### config.mk
export PLATFORM = sky130hd
export DESIGN_NAME = max_subarray_sum_tracker_core
export DESIGN_NICKNAME = d
export VERILOG_FILES = /design/src/hw/rtl/kst_pkg.sv /design/src/hw/rtl/kst_in_stage.sv /design/src/hw/rtl/kst_tracker.sv /design/src/hw/rtl/max_subarray_sum_tracker_core.sv
export SDC_FILE = /design/constraint.sdc
export NUM_CORES = 1
export LEC_CHECK = 0
export CAP_MARGIN = 20
export CORE_ASPECT_RATIO = 0.8
export CORE_MARGIN = 3
export CORE_UTILIZATION = 48
export DETAILED_ROUTE_END_ITERATION = 16
export DONT_BUFFER_PORTS = 1
export PLACE_DENSITY = 0.69
export SYNTH_ARGS = -nofsm -noshare
export SYNTH_HDL_FRONTEND = slang
export SYNTH_SLANG_ARGS = --single-unit
### constraint.sdc
create_clock -name clk -period 13.48 [get_ports clk]
set_clock_uncertainty 0.05 [all_clocks]
set_input_delay 2.696 -clock clk [delete_from_list [all_inputs] [get_ports clk]]
set_output_delay 2.696 -clock clk [all_outputs]
set_load 0.05 [all_outputs]
### src/hw/rtl/kst_pkg.sv
// ----------------------------------------------------------------------------
// kst_pkg
// Shared types and constants of the maximum subarray sum tracker.
// ----------------------------------------------------------------------------
package kst_pkg;

  localparam int KST_MAX_LEN = 65536;
  localparam int VAL_W       = 32;
  localparam int SUM_W       = 47;
  localparam int IDX_W       = 17;
  localparam int TRIAL_W     = SUM_W + 2;

  localparam logic [SUM_W-1:0] SUM_LIMIT = {SUM_W{1'b1}};
  localparam logic [IDX_W-1:0] NO_START  = {IDX_W{1'b1}};

  typedef struct packed {
    logic             valid;
    logic [VAL_W-1:0] value;
    logic             last;
  } kst_item_t;

endpackage

### src/hw/rtl/kst_in_stage.sv
// ----------------------------------------------------------------------------
// kst_in_stage
// Input register: captures one item and holds it until the tracker takes it.
// ----------------------------------------------------------------------------
module kst_in_stage (
  input  logic                      clk,
  input  logic                      rst_n,
  input  logic                      in_valid,
  output logic                      in_stall,
  input  logic [kst_pkg::VAL_W-1:0] in_value,
  input  logic                      in_last,
  input  logic                      take,
  output kst_pkg::kst_item_t        item
);
  import kst_pkg::*;

  logic             valid_r, valid_nxt;
  logic [VAL_W-1:0] value_r;
  logic             last_r;
  logic             accept;

  assign in_stall = valid_r && !take;
  assign accept   = in_valid && !in_stall;

  always_comb begin
    valid_nxt = valid_r;
    if (accept) begin
      valid_nxt = 1'b1;
    end else if (take) begin
      valid_nxt = 1'b0;
    end
  end

  always_ff @(posedge clk) begin
    if (!rst_n) begin
      valid_r <= 1'b0;
    end else begin
      valid_r <= valid_nxt;
    end
  end

  always_ff @(posedge clk) begin
    if (accept) begin
      value_r <= in_value;
      last_r  <= in_last;
    end
  end

  assign item.valid = valid_r;
  assign item.value = value_r;
  assign item.last  = last_r;

endmodule

### src/hw/rtl/kst_tracker.sv
// ----------------------------------------------------------------------------
// kst_tracker
// Running sum and best run state, updated once per item, plus result register.
// ----------------------------------------------------------------------------
module kst_tracker #(
  parameter int MAX_LEN = kst_pkg::KST_MAX_LEN
) (
  input  logic                             clk,
  input  logic                             rst_n,
  input  kst_pkg::kst_item_t               item,
  output logic                             take,
  output logic                             out_valid,
  input  logic                             out_stall,
  output logic        [kst_pkg::SUM_W-1:0] out_best_sum,
  output logic signed [kst_pkg::IDX_W-1:0] out_best_start,
  output logic        [kst_pkg::IDX_W-1:0] out_best_count
);
  import kst_pkg::*;

  localparam int POS_W = (MAX_LEN > 2) ? $clog2(MAX_LEN) : 1;
  localparam int CNT_W = $clog2(MAX_LEN + 1);
  localparam logic [POS_W-1:0] POS_MAX = POS_W'(MAX_LEN - 1);
  localparam logic [CNT_W-1:0] CNT_MAX = CNT_W'(MAX_LEN);

  logic [SUM_W-1:0] run_sum_r,   run_sum_nxt;
  logic [POS_W-1:0] run_start_r, run_start_nxt;
  logic [CNT_W-1:0] run_count_r, run_count_nxt;
  logic [SUM_W-1:0] top_sum_r,   top_sum_nxt;
  logic [IDX_W-1:0] top_start_r, top_start_nxt;
  logic [CNT_W-1:0] top_count_r, top_count_nxt;
  logic [POS_W-1:0] position_r,  position_nxt;
  logic             out_valid_r, out_valid_nxt;

  logic [TRIAL_W-1:0] trial;
  logic               positive;
  logic [SUM_W-1:0]   sum_new;
  logic [POS_W-1:0]   start_new;
  logic [CNT_W-1:0]   cnt_new;
  logic               better;
  logic               out_ready;
  logic               load_out;

  assign out_ready = !out_valid_r || !out_stall;
  assign take      = item.valid && (!item.last || out_ready);
  assign load_out  = take && item.last;

  assign trial     = {2'b00, run_sum_r}
                   + {{(TRIAL_W - VAL_W){item.value[VAL_W-1]}}, item.value};
  assign positive  = !trial[TRIAL_W-1] && (trial != '0);
  assign sum_new   = trial[SUM_W] ? SUM_LIMIT : trial[SUM_W-1:0];
  assign start_new = (run_sum_r == '0) ? position_r : run_start_r;
  assign cnt_new   = (run_count_r < CNT_MAX) ? run_count_r + 1'b1 : run_count_r;
  assign better    = (sum_new > top_sum_r)
                   || ((sum_new == top_sum_r) && (cnt_new < top_count_r));

  always_comb begin
    run_sum_nxt   = run_sum_r;
    run_start_nxt = run_start_r;
    run_count_nxt = run_count_r;
    top_sum_nxt   = top_sum_r;
    top_start_nxt = top_start_r;
    top_count_nxt = top_count_r;
    position_nxt  = position_r;
    if (take) begin
      if (positive) begin
        run_sum_nxt   = sum_new;
        run_start_nxt = start_new;
        run_count_nxt = cnt_new;
        if (better) begin
          top_sum_nxt   = sum_new;
          top_start_nxt = IDX_W'(start_new);
          top_count_nxt = cnt_new;
        end
      end else begin
        run_sum_nxt   = '0;
        run_count_nxt = '0;
      end
      if (position_r < POS_MAX) begin
        position_nxt = position_r + 1'b1;
      end
    end
  end

  always_comb begin
    out_valid_nxt = out_valid_r;
    if (load_out) begin
      out_valid_nxt = 1'b1;
    end else if (!out_stall) begin
      out_valid_nxt = 1'b0;
    end
  end

  always_ff @(posedge clk) begin
    if (!rst_n || load_out) begin
      run_sum_r   <= '0;
      run_start_r <= '0;
      run_count_r <= '0;
      top_sum_r   <= '0;
      top_start_r <= NO_START;
      top_count_r <= '0;
      position_r  <= '0;
    end else begin
      run_sum_r   <= run_sum_nxt;
      run_start_r <= run_start_nxt;
      run_count_r <= run_count_nxt;
      top_sum_r   <= top_sum_nxt;
      top_start_r <= top_start_nxt;
      top_count_r <= top_count_nxt;
      position_r  <= position_nxt;
    end
  end

  always_ff @(posedge clk) begin
    if (!rst_n) begin
      out_valid_r <= 1'b0;
    end else begin
      out_valid_r <= out_valid_nxt;
    end
  end

  always_ff @(posedge clk) begin
    if (load_out) begin
      out_best_sum   <= top_sum_nxt;
      out_best_start <= $signed(top_start_nxt);
      out_best_count <= IDX_W'(top_count_nxt);
    end
  end

  assign out_valid = out_valid_r;

  // empty run and positive run sum go together
  a_run_zero: assert property (@(posedge clk) disable iff (!rst_n)
    (run_sum_r == '0) == (run_count_r == '0))
    else $error("run sum and run count disagree");

  a_top_zero: assert property (@(posedge clk) disable iff (!rst_n)
    (top_sum_r == '0) == (top_count_r == '0))
    else $error("best sum and best count disagree");

  a_clear: assert property (@(posedge clk) disable iff (!rst_n)
    load_out |=> (position_r == '0) && (top_sum_r == '0) && out_valid_r)
    else $error("state not cleared after last item");

endmodule

### src/hw/rtl/max_subarray_sum_tracker_core.sv
// ----------------------------------------------------------------------------
// max_subarray_sum_tracker_core
// Streaming maximum positive run sum tracker with best start and length.
// ----------------------------------------------------------------------------
// Input channel: in_valid/in_stall carry one signed value per item, with
// in_last on the final item of a sequence. Output channel: out_valid/out_stall
// carry one result per sequence: best sum (0 if no positive run), zero-based
// start (-1 if none) and length. Ties on sum go to the shorter run.
// A last item goes from the input register through the update logic into the
// result register. Throughput: one item per cycle unless a last item waits on
// a stalled result; the whole update is one add, one saturate
// and one compare between the input register and the state registers.
// A stalled result holds; while it waits, non-last items keep flowing and only
// a following last item holds in the input register, asserting in_stall.
// Reset (rst_n low, synchronous) clears both channels and returns the state
// to an empty sequence. Positions saturate at MAX_LEN-1, lengths at MAX_LEN.
// ----------------------------------------------------------------------------
module max_subarray_sum_tracker_core #(
  parameter int MAX_LEN = kst_pkg::KST_MAX_LEN
) (
  input  logic                             clk,
  input  logic                             rst_n,
  input  logic                             in_valid,
  output logic                             in_stall,
  input  logic signed [kst_pkg::VAL_W-1:0] in_value,
  input  logic                             in_last,
  output logic                             out_valid,
  input  logic                             out_stall,
  output logic        [kst_pkg::SUM_W-1:0] out_best_sum,
  output logic signed [kst_pkg::IDX_W-1:0] out_best_start,
  output logic        [kst_pkg::IDX_W-1:0] out_best_count
);
  import kst_pkg::*;

  kst_item_t item;
  logic      take;

  kst_in_stage u_in (
    .clk      (clk),
    .rst_n    (rst_n),
    .in_valid (in_valid),
    .in_stall (in_stall),
    .in_value (in_value),
    .in_last  (in_last),
    .take     (take),
    .item     (item)
  );

  kst_tracker #(
    .MAX_LEN (MAX_LEN)
  ) u_trk (
    .clk            (clk),
    .rst_n          (rst_n),
    .item           (item),
    .take           (take),
    .out_valid      (out_valid),
    .out_stall      (out_stall),
    .out_best_sum   (out_best_sum),
    .out_best_start (out_best_start),
    .out_best_count (out_best_count)
  );

endmodule

## Yosys cells after proc, flatten, opt, wreduce, memory -nomap -nowiden

Index checks and enable logic that the tools add are counted.

| operators by class | value |
|---|---|
| reductions and logical operators | 22 |
| $add $sub $neg | 3 |
| mux-type cells | 18 |
| eq/ne operators | 2 |
| order comparisons | 4 |

Operators with widths:

| cell | count |
|---|---|
| $mux W47 | 5 |
| $mux W17 | 8 |
| $add A48 B32 Y49 | 1 |
| $reduce_bool A49 Y1 | 1 |
| $eq A47 B47 Y1 | 1 |
| $gt A47 B47 Y1 | 1 |
| $logic_not A47 Y1 | 1 |
| $add A17 B1 Y17 const B | 1 |
| $lt A17 B17 Y1 | 1 |
| $lt A17 B17 Y1 const B | 1 |
| $add A16 B1 Y16 const B | 1 |
| $lt A16 B16 Y1 const B | 1 |
| $mux W16 | 1 |
| $logic_not A1 Y1 | 7 |
| $logic_and A1 B1 Y1 | 6 |
| $logic_or A1 B1 Y1 | 4 |
| $mux W1 | 4 |
| $reduce_and A2 Y1 | 2 |
| $ne A2 B1 Y1 const B | 1 |
| $reduce_bool A2 Y1 | 1 |

| storage, ports and cells | value |
|---|---|
| input port bits | 37 |
| output and inout bits | 83 |
| bits in registers | 293 |
| word-level logic and storage cells | 63 |

## Longest topological paths before layout

| logic depth | value |
|---|---|
| word-level depth | 9 |
| mapped depth | 26 |
| gate-level depth less buffers | 22 |

## Modules after synthesis

A second synthesis with hierarchy kept.

| second synthesis, totals | value |
|---|---|
| cell total of the unflattened synthesis | 1720 |
| area, all modules | 16325.7 µm² |

By module, submodules not included:

| module | instances | area an instance (µm²) | sequential area each (µm²) | cells each |
|---|---|---|---|---|
| kst_tracker | 1 | 15272.1 | 5995.8 | 1681 |
| kst_in_stage | 1 | 1053.5 | 1011.0 | 39 |

## Worst setup path before layout

Ideal clock, no wire load.

| path | value |
|---|---|
| path type | in2out |
| start | input port out_stall |
| end | output port in_stall |
| data arrival time | 3516 ps |
| buffers on the path | 0 |
| data required time | 10734 ps |
| setup slack | 7218 ps |
| stages on the path | 2 |
| cell sequence | nand3_1 -> nor2_1 |

| on the way | value |
|---|---|
| word-level cells in the longest chain between the ends | 6 |

Ends and longest elaborated chain:

| item | RTL line | source |
|---|---|---|
| start: declaration | max_subarray_sum_tracker_core.sv:28 | `input logic out_stall,` |
| $logic_not A1 Y1 | kst_tracker.sv:43 | `assign out_ready = !out_valid_r \|\| !out_stall;` |
| $logic_or A1 B1 Y1 | kst_tracker.sv:43 |  |
| $logic_or A1 B1 Y1 | kst_tracker.sv:44 | `assign take = item.valid && (!item.last \|\| out_ready);` |
| $logic_and A1 B1 Y1 | kst_tracker.sv:44 |  |
| $logic_not A1 Y1 | kst_in_stage.sv:22 | `assign in_stall = valid_r && !take;` |
| $logic_and A1 B1 Y1 | kst_in_stage.sv:22 |  |
| end: declaration | max_subarray_sum_tracker_core.sv:24 | `output logic in_stall,` |

No other way between the ends.

## Final worst setup path

| path | value |
|---|---|
| start | register u_in.value_r[31] |
| end | register u_trk.out_best_sum[7] (netlist name) (data pin) |

| on the way | value |
|---|---|
| word-level cells in the longest chain between the ends | 8 |
| elaborated cells on any way between the ends | 12 |
| classes of those cells | add/sub: 1; order compare: 1; eq/ne: 1; mux: 4; reduce/logical: 5 |

Ends and longest elaborated chain:

| item | RTL line | source |
|---|---|---|
| start: declaration | kst_in_stage.sv:18 | `logic [VAL_W-1:0] value_r;` |
| start signal: assignment | kst_in_stage.sv:44 | `value_r <= in_value;` |
| $add A48 B32 Y49 * | kst_tracker.sv:48 | `+ {{(TRIAL_W - VAL_W){item.value[VAL_W-1]}}, item.value};` |
| parallel branches: the longest is 5 deep, another holds $gt A47 B47 Y1 | - |  |
| $mux W47 * | kst_tracker.sv:65 | `if (positive) begin` |
| $mux W47 * | kst_tracker.sv:64 | `if (take) begin` |
| net u_trk.top_sum_nxt[7] | kst_tracker.sv:28 | `logic [SUM_W-1:0] top_sum_r, top_sum_nxt;` |
| end signal: assignment | kst_tracker.sv:123 | `out_best_sum <= top_sum_nxt;` |
| end: declaration | kst_tracker.sv:14 | `output logic [kst_pkg::SUM_W-1:0] out_best_sum,` |

Mark *: on every way through the listed nets, which the timed path passes.
A chain may end at the register's enable or synchronous reset.

==> reports/summary.txt <==
Outcome -> complete, no violations
Final non-filler cell total -> 2186
Area after DPL -> 16600 um^2
Sink Count -> 293
Most common cell after layout, fill and taps aside -> dfxtp_1
Clock latency on the worst-skew pair -> 0.57 ns
Worst path max stage delay -> 0.89 ns
# DRC -> 0
Synth-to-Final Area Change -> 6.69%
Worst-path cell chain -> ha_1, nand2_1, or3_1, nor4_1, o311ai_0, o211ai_2, buf_4, o21ai_2, ha_1, nand4_1, nor2_1, and4_1, nand4_1, nor3_1, a221oi_1, o211ai_1, a21oi_1, and3b_1, nand2_4, buf_4, a21oi_1
Num CTS Buffers -> 30
Sw frac -> 30.2%
Worst-margin pin slew -> 1.13 ns
Hold Crit Endpoint -> u_trk.top_start_r[16]$_SDFF_PP1_
Syn Std Cell Area -> 16500 um^2
Combinational power share -> 17.7%
Clk buf depth -> 3
Sum Neg Setup Slack -> 0 ns
H-Tree Level Count -> 1
Library cells used by synthesis -> 80
GRT Total Usage -> 26.7%
Vias in the first global route -> 12900
Largest net degree at the start of global routing -> 99
Max cap viols -> 0
I/O pin count -> 120
Reg2reg start -> u_in.value_r[31]$_DFFE_PP_
Min Tclk post-route -> 7.84 ns
Final GP Congestion -> 0.963
Router iterations before antenna repair -> 6
DP Worst Slack -> 5.74 ns
DP Cell Count -> 2127
Final instance area -> 17600 um^2
RSZ-0062 raised after global routing -> no
IO buf count -> 0
Commonest register cell after synthesis -> dfxtp_1
Core Region -> 33800 um^2
DRT antenna net count -> 0
Worst reg-to-reg path cell count -> 21
Asr flop ratio synth -> 0%
Clock power frac -> 36.2%
Initial core utilization -> 48.9%
Hold Path Class -> reg -> reg
Post-synth EDFFs -> 114
Syn Nets -> 1949
Cell area power density -> 125 nW/um^2
Hold Fails Final Rpt -> 0
DR WL/cell -> 23.1 um
Endpoint class of the critical path -> register
Yosys warns -> 0
Num rows -> 60
Highest-count cells in the layout ignoring fill and taps -> 179 x dfxtp_1, 170 x a21oi_1, 122 x nand2_1, 114 x edfxtp_1, 113 x ha_1
First-pass GRT wire length -> 76400 um
Setup slack, reg-to-reg -> 5.64 ns
Die ar. -> 36700 um^2
Worst EP required -> 13.83 ns
Via Count -> 14078
Die width -> 213 um
DRT iter0 DRCs -> 1538
Total setup buffers inserted after CTS -> 0
Leakage -> 6.48 nW
Crit path max-delay cell type -> and3b_1
Final period utilization -> 58.2%
CTS Root Cell -> clkbuf_16
# hold bufs at CTS -> 0
Mapped Cells -> 1798
HPWL Detailed -> 36300 um
Vias/cell -> 6.44
Share of layout cells above drive strength 1 -> 6.34%
Critical path peak fanout -> 78
PnR worst setup slack -> 5.64 ns
Seq cells post-synth -> 293
Final nets -> 1878
RR Endpoint -> u_trk.out_best_sum[7]$_DFFE_PP_
Seq pwr share -> 46.1%
Int Pwr -> 1.54 mW
Highest clock rate -> 0.127 GHz
WS Path Type -> reg -> reg
Total power draw -> 2.20 mW
Post-CTS sizing -> 0
VDD IR-drop max -> 0.000113 V
Total wire length -> 50400 um
Die span in y -> 172 um
Clock transition at path regs -> 0.06 ns
CTS tree -> built
Antenna violations before repair -> 2
Hold Startpoint -> u_trk.top_start_r[16]$_SDFF_PP1_
Seq/Total Area, Yosys -> 42.4%
WP data arrival -> 8.20 ns
Final Setup Violations -> 0
Gr ovfl total -> 0
Worst Setup Start Kind -> register
Worst Hold Path Cells -> 1
Avg Cell Area, Syn -> 9.18 um^2
Final Max Tran Viols -> 0
Slew headroom -> 24.6%
Net switching power -> 0.666 mW
worst max-delay path by stage:
stage	end	cells past startpoint	start
floorplan	in_stall	2	out_stall
detailed placement	u_trk.out_best_start[8]$_DFFE_PP_	21	u_in.value_r[31]$_DFFE_PP_
global route	u_trk.top_sum_r[18]$_SDFF_PP0_	21	u_in.value_r[31]$_DFFE_PP_
finish	u_trk.out_best_sum[7]$_DFFE_PP_	21	u_in.value_r[31]$_DFFE_PP_
global placement	u_trk.out_best_start[7]$_DFFE_PP_	21	u_in.value_r[31]$_DFFE_PP_
CTS	u_trk.out_best_start[8]$_DFFE_PP_	21	u_in.value_r[31]$_DFFE_PP_
sequential cells by signal, summed over array words and instances (netlist names):
name,cells
u_in.value_r,32
u_trk.out_best_start,17
u_trk.out_best_count,17
u_trk.run_start_r,16
u_in.last_r,1
u_trk.run_sum_r,47
u_trk.out_valid,1
u_trk.top_start_r,17
u_trk.position_r,16
u_trk.top_sum_r,47
u_trk.run_count_r,17
u_in.valid_r,1
u_trk.out_best_sum,47
u_trk.top_count_r,17
power by group through the flow:
stage / combinational (mW) / sequential (mW) / clock (mW)
2_1_floorplan: 0.272 / 1.03 / 0
3_3_place_gp: 0.373 / 1.03 / 0
3_5_place_dp: 0.377 / 1.03 / 0
4_1_cts: 0.380 / 1.02 / 0.819
5_1_grt: 0.428 / 1.02 / 0.845
6_report: 0.389 / 1.02 / 0.797
stage by stage:
step,hold slack (ns),utilization [%]
after detailed placement,0.394,49.3
final,0.402,52.1
after global routing,0.440,52.1
after CTS,0.407,52.0
after global placement,0.377,49.3
after floorplan,0.368,-
area by class of cell:
type / instances / area, um^2
flip-flops and latches: 293 / 7010
well taps: 434 / 543
inverters: 82 / 309
diodes: 2 / 5.00
clock inverters: 9 / 57.6
fillers: 3068 / 16200
multi-input cells: 1305 / 8690
clock buffers: 46 / 872
repair buffers: 15 / 133
critical path: cells and delay by family, from the launching register on:
kind,cells,cell delay (ns)
compound gates,7,1.27
flops,1,0.75
fa+ha+maj,2,1.04
simple gates,10,3.53
buf+inv,2,0.92
metal layers:
layer	GRT usage, %	routed length [um]	up-vias
met3	5.02	3820	93
li1	-	-	6645
met5	0	0	-
met1	39.7	23800	6787
met4	8.62	1700	0
met2	39.3	21100	553
logic make-up (layout without fill, tap and decap cells):
logic type	Yosys count	after routing	share of synthesized area, %
XOR/XNOR	56	56	2.97
flip-flops	293	293	42.4
multiplexers	6	6	0.379
buffers and inverters	200	152	5.16
AO/OA/AOI/OAI	581	581	23.6
adder cells (fa/ha/maj)	114	114	8.68
AND/OR/NAND/NOR	548	548	16.8
other	0	2	0
Yosys cell counts (28+ instances only):
library cell / number / area share (%)
nor3_1: 91 / 2.8
xor2_1: 34 / 1.8
ha_1: 113 / 8.6
nand3_1: 30 / 0.91
nand2_1: 124 / 2.8
o21ai_0: 77 / 2.3
nor2_1: 103 / 2.3
nand4_1: 67 / 2.5
buf_2: 48 / 1.5
a211oi_1: 75 / 3.4
dfxtp_1: 179 / 22
inv_1: 82 / 1.9
a21oi_1: 170 / 5.2
clkbuf_1: 62 / 1.4
a22o_1: 56 / 3.0
a21o_1: 30 / 1.4
nor2b_1: 28 / 1.1
edfxtp_1: 114 / 21
Note: power is estimated with default switching activity, not from simulation.
